File: config.mk
export PLATFORM = sky130hd
export DESIGN_NAME = ack_and_colour_frame_parser_unit
export DESIGN_NICKNAME = d
export VERILOG_FILES = /design/src/sv/acfp_pkg.sv /design/src/sv/acfp_cell.sv /design/src/sv/acfp_detect.sv /design/src/sv/ack_and_colour_frame_parser_unit.sv
export VERILOG_INCLUDE_DIRS = /design/src /design/src/sv
export SDC_FILE = /design/constraint.sdc
export NUM_CORES = 1
export LEC_CHECK = 0
export BUFFER_PORTS_ARGS = -buffer_cell sky130_fd_sc_hd__buf_4
export CAP_MARGIN = 25
export CORE_MARGIN = 2
export CORE_UTILIZATION = 60
export DETAILED_ROUTE_END_ITERATION = 10
export PLACE_DENSITY = 0.8
export SLEW_MARGIN = 25
export SYNTH_ARGS = -nofsm -noshare
export SYNTH_HDL_FRONTEND = slang
export SYNTH_HIERARCHICAL = 1
export SYNTH_SLANG_ARGS = --single-unit
File: constraint.sdc
create_clock -name clk -period 12.2 [get_ports clk]
set_clock_uncertainty 0.1 [all_clocks]
set_input_delay 1.83 -clock clk [delete_from_list [all_inputs] [get_ports clk]]
set_output_delay 1.83 -clock clk [all_outputs]
set_load 0.1 [all_outputs]
File: src/sv/assert_macros.svh
// assertion macros included by the parser top level
`ifndef ASSERT_MACROS_SVH
`define ASSERT_MACROS_SVH

// same-cycle implication, checked on every rising edge outside reset
`define ACFP_ASSERT_NOW(lbl, ante, cons) \
	lbl: assert property (@(posedge clk) disable iff (!arst_n) (ante) |-> (cons)) \
		else $error("acfp assertion failed");

// next-cycle implication
`define ACFP_ASSERT_NEXT(lbl, ante, cons) \
	lbl: assert property (@(posedge clk) disable iff (!arst_n) (ante) |=> (cons)) \
		else $error("acfp assertion failed");

`endif

File: src/sv/acfp_pkg.sv
// types, constants and helpers for the ack and colour frame parser
`default_nettype none

package acfp_pkg;

	localparam int WIN_LEN = 14;
	localparam int ACK_LEN = 6;

	typedef logic [7:0] byte_t;
	typedef logic [14:0] chan_t;
	typedef logic [15:0] count_t;

	localparam byte_t MARK_START = 8'hcc;
	localparam byte_t MARK_ACK   = 8'hdd;
	localparam byte_t MARK_DATA  = 8'hbb;
	localparam byte_t MARK_END   = 8'hca;
	localparam byte_t WB_INDEX   = 8'hbb;

	localparam logic KIND_ACK  = 1'b0;
	localparam logic KIND_DATA = 1'b1;

	typedef struct packed {
		byte_t rx_byte;
		logic  chunk_end;
	} byte_beat_t;

	typedef struct packed {
		logic   frame_kind;
		byte_t  code_byte;
		byte_t  index_byte;
		chan_t  white_value;
		chan_t  red_value;
		chan_t  green_value;
		chan_t  blue_value;
		logic   white_balance_only;
		byte_t  reply_checksum;
		count_t data_frame_count;
	} frame_beat_t;

	// detector result handed to the output register
	typedef struct packed {
		logic        hit;
		logic        data_hit;
		frame_beat_t beat;
	} det_t;

	// high*100 + low, built from shifts: 100 = 64 + 32 + 4
	function automatic chan_t pair_value(input byte_t hi, input byte_t lo);
		chan_t h;
		h = {7'd0, hi};
		return (h << 6) + (h << 5) + (h << 2) + {7'd0, lo};
	endfunction

endpackage

`default_nettype wire

File: src/sv/acfp_cell.sv
// one window cell: a received byte and its valid flag
`default_nettype none

module acfp_cell import acfp_pkg::*; (
	input  wire logic  clk,
	input  wire logic  arst_n,
	input  wire logic  shift,
	input  wire logic  clear,
	input  wire byte_t d_byte,
	input  wire logic  d_valid,
	output byte_t      q_byte,
	output logic       q_valid
);

	byte_t byte_q;
	logic  valid_q;

	always_ff @(posedge clk) begin
		if (shift) begin
			byte_q <= d_byte;
		end
	end

	always_ff @(posedge clk or negedge arst_n) begin
		if (!arst_n) begin
			valid_q <= 1'b0;
		end else if (clear) begin
			valid_q <= 1'b0;
		end else if (shift) begin
			valid_q <= d_valid;
		end
	end

	assign q_byte  = byte_q;
	assign q_valid = valid_q;

endmodule

`default_nettype wire

File: src/sv/acfp_detect.sv
// frame detection and field decode for the byte arriving now
`default_nettype none

module acfp_detect import acfp_pkg::*; (
	input  wire byte_t                win [WIN_LEN],
	input  wire logic [WIN_LEN-1:0]   win_valid,
	input  wire byte_t                sum_data,
	input  wire byte_t                sum_ack,
	input  wire byte_t                new_byte,
	input  wire count_t               frame_count,
	output det_t                      det
);

	// cell positions seen before the shift; the new byte ends both frames
	localparam int DP = 1;
	localparam int AP = WIN_LEN - ACK_LEN + 1;
	localparam byte_t REPLY_BASE = 8'(MARK_START + MARK_ACK + MARK_END);

	logic data_hit;
	logic ack_hit;

	always_comb begin
		data_hit = win_valid[DP] && win[DP] == MARK_START && win[DP+1] == MARK_DATA &&
			win[WIN_LEN-1] == MARK_END && sum_data == new_byte;
		ack_hit = win_valid[AP] && win[AP] == MARK_START && win[AP+1] == MARK_ACK &&
			win[WIN_LEN-1] == MARK_END && sum_ack == new_byte;

		det = '0;
		det.hit      = data_hit || ack_hit;
		det.data_hit = data_hit;
		if (data_hit) begin
			det.beat.frame_kind         = KIND_DATA;
			det.beat.code_byte          = win[DP+2];
			det.beat.index_byte         = win[DP+3];
			det.beat.white_value        = pair_value(win[DP+4], win[DP+5]);
			det.beat.red_value          = pair_value(win[DP+6], win[DP+7]);
			det.beat.green_value        = pair_value(win[DP+8], win[DP+9]);
			det.beat.blue_value         = pair_value(win[DP+10], win[DP+11]);
			det.beat.white_balance_only = win[DP+3] == WB_INDEX;
			det.beat.reply_checksum     = REPLY_BASE + win[DP+2] + win[DP+3];
			det.beat.data_frame_count   = frame_count + 16'd1;
		end else begin
			det.beat.frame_kind = KIND_ACK;
			det.beat.code_byte  = win[AP+2];
			det.beat.index_byte = win[AP+3];
		end
	end

endmodule

`default_nettype wire

File: src/sv/ack_and_colour_frame_parser_unit.sv
// top level of the ack and colour frame parser
// usage:
//   byte channel (byte_valid, byte_stall, byte_data) carries one received
//   byte per beat with a chunk_end flag that empties the window after it.
//   frame channel (frame_valid, frame_stall, frame_data) carries one beat
//   for each byte that ends a valid acknowledge or colour data frame.
// throughput: one byte per unstalled cycle; the window shifts through a
//   row of 14 cells and running sums of the last 13 and last 5 bytes
//   replace any adder tree, so the check for a byte fits in its accept cycle.
// latency: a frame beat is offered the cycle after its last byte is taken.
// reset: window empty, frame count zero, no frame beat pending.
// stall: a pending frame beat is held in the output register; the byte
//   side stalls only while that register is full and frame_stall is high,
//   and a byte is still taken in the cycle the held beat drains.
// bytes that end no frame produce no beat and never stall anything.
`default_nettype none

module ack_and_colour_frame_parser_unit import acfp_pkg::*; (
	input  wire logic        clk,
	input  wire logic        arst_n,
	input  wire logic        byte_valid,
	output logic             byte_stall,
	input  wire byte_beat_t  byte_data,
	output logic             frame_valid,
	input  wire logic        frame_stall,
	output frame_beat_t      frame_data
);

	byte_t              win [WIN_LEN];
	logic [WIN_LEN-1:0] win_valid;
	byte_t              sum_data_q;
	byte_t              sum_ack_q;
	count_t             frame_count_q;
	logic               frame_valid_q;
	frame_beat_t        frame_data_q;
	det_t               det;
	logic               accept;
	logic               chunk_clear;

	localparam int DROP_DATA = 1;
	localparam int DROP_ACK  = WIN_LEN - ACK_LEN + 1;

	assign byte_stall  = frame_valid_q && frame_stall;
	assign accept      = byte_valid && !byte_stall;
	assign chunk_clear = accept && byte_data.chunk_end;

	genvar gi;
	generate
		for (gi = 0; gi < WIN_LEN; gi++) begin : g_cell
			if (gi == WIN_LEN - 1) begin : g_head
				acfp_cell u_cell (
					.clk     (clk),
					.arst_n  (arst_n),
					.shift   (accept),
					.clear   (chunk_clear),
					.d_byte  (byte_data.rx_byte),
					.d_valid (1'b1),
					.q_byte  (win[gi]),
					.q_valid (win_valid[gi])
				);
			end else begin : g_body
				acfp_cell u_cell (
					.clk     (clk),
					.arst_n  (arst_n),
					.shift   (accept),
					.clear   (chunk_clear),
					.d_byte  (win[gi+1]),
					.d_valid (win_valid[gi+1]),
					.q_byte  (win[gi]),
					.q_valid (win_valid[gi])
				);
			end
		end
	endgenerate

	acfp_detect u_detect (
		.win         (win),
		.win_valid   (win_valid),
		.sum_data    (sum_data_q),
		.sum_ack     (sum_ack_q),
		.new_byte    (byte_data.rx_byte),
		.frame_count (frame_count_q),
		.det         (det)
	);

	// running sums track only valid cells, so they stay exact while filling
	always_ff @(posedge clk or negedge arst_n) begin
		if (!arst_n) begin
			sum_data_q    <= '0;
			sum_ack_q     <= '0;
			frame_count_q <= '0;
			frame_valid_q <= 1'b0;
		end else begin
			if (chunk_clear) begin
				sum_data_q <= '0;
				sum_ack_q  <= '0;
			end else if (accept) begin
				sum_data_q <= sum_data_q + byte_data.rx_byte -
					(win_valid[DROP_DATA] ? win[DROP_DATA] : 8'd0);
				sum_ack_q  <= sum_ack_q + byte_data.rx_byte -
					(win_valid[DROP_ACK] ? win[DROP_ACK] : 8'd0);
			end
			if (accept && det.data_hit) begin
				frame_count_q <= frame_count_q + 16'd1;
			end
			if (accept) begin
				frame_valid_q <= det.hit;
			end else if (!frame_stall) begin
				frame_valid_q <= 1'b0;
			end
		end
	end

	always_ff @(posedge clk) begin
		if (accept && det.hit) begin
			frame_data_q <= det.beat;
		end
	end

	assign frame_valid = frame_valid_q;
	assign frame_data  = frame_data_q;

	`include "assert_macros.svh"

	`ACFP_ASSERT_NEXT(a_chunk_empties, chunk_clear, win_valid == '0 && sum_data_q == 8'd0)
	`ACFP_ASSERT_NEXT(a_count_step, accept && det.data_hit, frame_count_q == $past(frame_count_q) + 16'd1)
	`ACFP_ASSERT_NOW(a_ack_zero, frame_valid && frame_data.frame_kind == KIND_ACK, frame_data.data_frame_count == 16'd0 && frame_data.reply_checksum == 8'd0)
	`ACFP_ASSERT_NOW(a_stall_only_full, byte_stall, frame_valid_q)

endmodule

`default_nettype wire
==> impl_metrics.py <==
metrics = {
    "clocking": {
        "cts_max_level": 1,
        "ctsLongestPathBuffers": 3,
        "numCtsBuffers": 26,
        "cts_setup_buffers": 0,
        "cts.clk_slew.worst_paths_ps": 60,
        "cts_root_buf": "clkbuf_16",
        "clock_latency_ps": 540,
        "cts_hold_buf": 0,
        "cts_sinks": 252,
        "cts_tree": "yes",
        "cts_resized": 0,
    },
    "yosys": {
        "synth_nets": 1439,
        "synthCells": 1245,
        "avgSynthCellArea_um2": 11.8,
        "yosys_warnings": 6,
        "synth_area_um2": 14700,
    },
    "sta": {
        "slew_headroom_pct": 38.3,
        "finalSetupTns_ps": 0,
        "tightest_slew_ps": 926,
        "whs_ps": 354,
        "setup-violations-final": 0,
        "max_freq_mhz": 228,
        "rsz0062_at_grt": "no",
        "maxSlewViolCount": 0,
        "fin_crit_ps": 4390,
        "hold_viol": 0,
        "post-route-period-util_pct": 36.0,
    },
    "power_and_ir_drop": {
        "switching_share_pct": 30.4,
        "p_clk_share_pct": 32.6,
        "p_comb_share_pct": 26.1,
        "power_density_nw_per_um2": 147,
        "leakage_nw": 7.83,
        "intPower_mw": 1.71,
        "totalPowerFinal_mw": 2.45,
        "p_sw_mw": 0.745,
        "ir_worst_vdd_v": 0.000105,
        "p_seq_share_pct": 41.3,
    },
    "layout": {
        "final_cell_mix": "edfxtp_1 (206), inv_1 (201), ha_1 (134)",
        "fill_cells": 1714,
        "layout_commonest_cell": "edfxtp_1",
        "area_growth_pct": 13.8,
        "antenna_cells": 0,
        "final_nets": 1556,
        "final_area_um2": 16700,
        "drive_above_1_share_pct": 13.5,
    },
    "place": {
        "place.port_buffers": 116,
        "post_dp_cell_area_um2": 15800,
        "hpwl_mm": 20.8,
        "gp_congestion": 0.856,
    },
    "setup_path": {
        "arrival_ps": 4460,
        "critPathRequiredTime_ps": 12270,
        "critPathKind": "in -> reg",
        "cp_max_fo": 63,
        "path_common_cell": "buf_4",
        "cpMaxStageDelayCell": "buf_4",
        "cpPeakStageDelay_ps": 710,
        "worstPathCellList": "buf_4 > xor2_1 > nor4_1 > nand4_1 > o21ai_0 > and2_4 > buf_4",
        "critPathLaunchType": "input pin",
        "end_kind": "flip-flop",
    },
    "route": {
        "viasPerCell": 5.63,
        "postRouteAntennaNets": 0,
        "dr.pass1.iters": 5,
        "drc": 0,
        "route.vias.total": 9605,
        "drt_iter0_drc": 739,
        "routedWlPerCell_um": 17.5,
        "finalWirelength_mm": 29.8,
    },
    "outcome": {
        "status": "complete, no violations",
    },
    "global_route": {
        "grt.total_usage_pct": 23.0,
        "grt_pass1_wl_mm": 47.3,
        "grt_max_degree": 76,
        "antenna_found_initial": 0,
        "grt.overflow.total": 0,
        "grt_pass1_vias": 9187,
    },
    "floorplan": {
        "initial_core_util_pct": 60.7,
        "core-area_um2": 24200,
        "die_w_um": 160,
        "ios": 117,
        "fp.dieArea_um2": 25700,
        "die_h_um": 160,
        "num_rows": 57,
    },
    "hold_path": {
        "holdCritPathClass": "reg -> reg",
    },
    "job": {
        "maxCapViolCount": 0,
    },
}
-- critical path: cells and delay by family --
kind / cells / cell delay, ps
and+or+nand+nor: 3 / 1080
buffers and inverters: 2 / 850
AOI/OAI and AO/OA: 1 / 440
xor gates and xnor gates: 1 / 160
-- path summary, 6_finish.rpt --
| check | from | to | slack [ps] | depth (start not counted) |
|---|---|---|---|---|
| max | byte_data[7] | frame_data[2] | 7810 | 7 |
| min | g_cell[8].g_body.u_cell/q_byte[7] | g_cell[7].g_body.u_cell/q_byte[7] | 350 | 0 |
| max reg2reg | g_cell[9].g_body.u_cell/q_byte[7] | frame_data[2] | 8660 | 7 |
| min reg2reg | g_cell[8].g_body.u_cell/q_byte[7] | g_cell[7].g_body.u_cell/q_byte[7] | 350 | 0 |
| max in group asynchronous | arst_n | sum_ack_q[0] | 10380 | 1 |
| min in group asynchronous | arst_n | frame_count_q[15] | 1190 | 1 |
-- state kept, by name, indices dropped and copies added (netlist names) --
signal / flops
frame_valid: 1
frame_data: 102
g_cell.g_body.u_cell/q_valid: 12
sum_ack_q: 8
g_cell.g_head.u_cell/q_valid: 1
g_cell.g_head.u_cell/q_byte: 8
sum_data_q: 8
g_cell.g_body.u_cell/q_byte: 96
frame_count_q: 16
-- cell type report --
cell class / count / area [µm²] / share of cell area [%]
flip-flops and latches: 252 / 7340 / 43.9
multi-input cells: 760 / 6440 / 38.5
repair buffers: 120 / 901 / 5.39
inverters: 202 / 761 / 4.55
clock buffers: 30 / 676 / 4.04
well taps: 324 / 405 / 2.43
clock inverters: 18 / 188 / 1.12
-- power by group through the flow --
stage | sequential, mW | clock (mW) | combinational (mW)
after floorplan | 1.01 | 0 | 0.510
after global routing | 1.02 | 0.846 | 0.724
after CTS | 1.01 | 0.813 | 0.637
after detailed placement | 1.03 | 0 | 0.628
final | 1.01 | 0.801 | 0.640
after global placement | 1.03 | 0 | 0.608
-- per-stage QoR --
| stage | cells | util, % | setup WS, ps |
|---|---|---|---|
| 2_1_floorplan | 1245 | - | 5290 |
| 3_3_place_gp | 1658 | 65.5 | 7370 |
| 3_5_place_dp | 1658 | 65.5 | 7220 |
| 4_1_cts | 1706 | 69.1 | 7790 |
| 5_1_grt | 1706 | 69.1 | 7620 |
| 6_report | 1706 | 69.1 | 7810 |
-- per-layer routing --
| metal | up-vias | GRT usage (%) | wire length (µm) |
|---|---|---|---|
| met2 | 334 | 36.4 | 14000 |
| met5 | - | 0 | 0 |
| li1 | 4586 | - | - |
| met1 | 4629 | 33.1 | 13000 |
| met4 | 0 | 7.53 | 775 |
| met3 | 56 | 3.23 | 2020 |
Note: power is estimated with default switching activity, not from simulation.
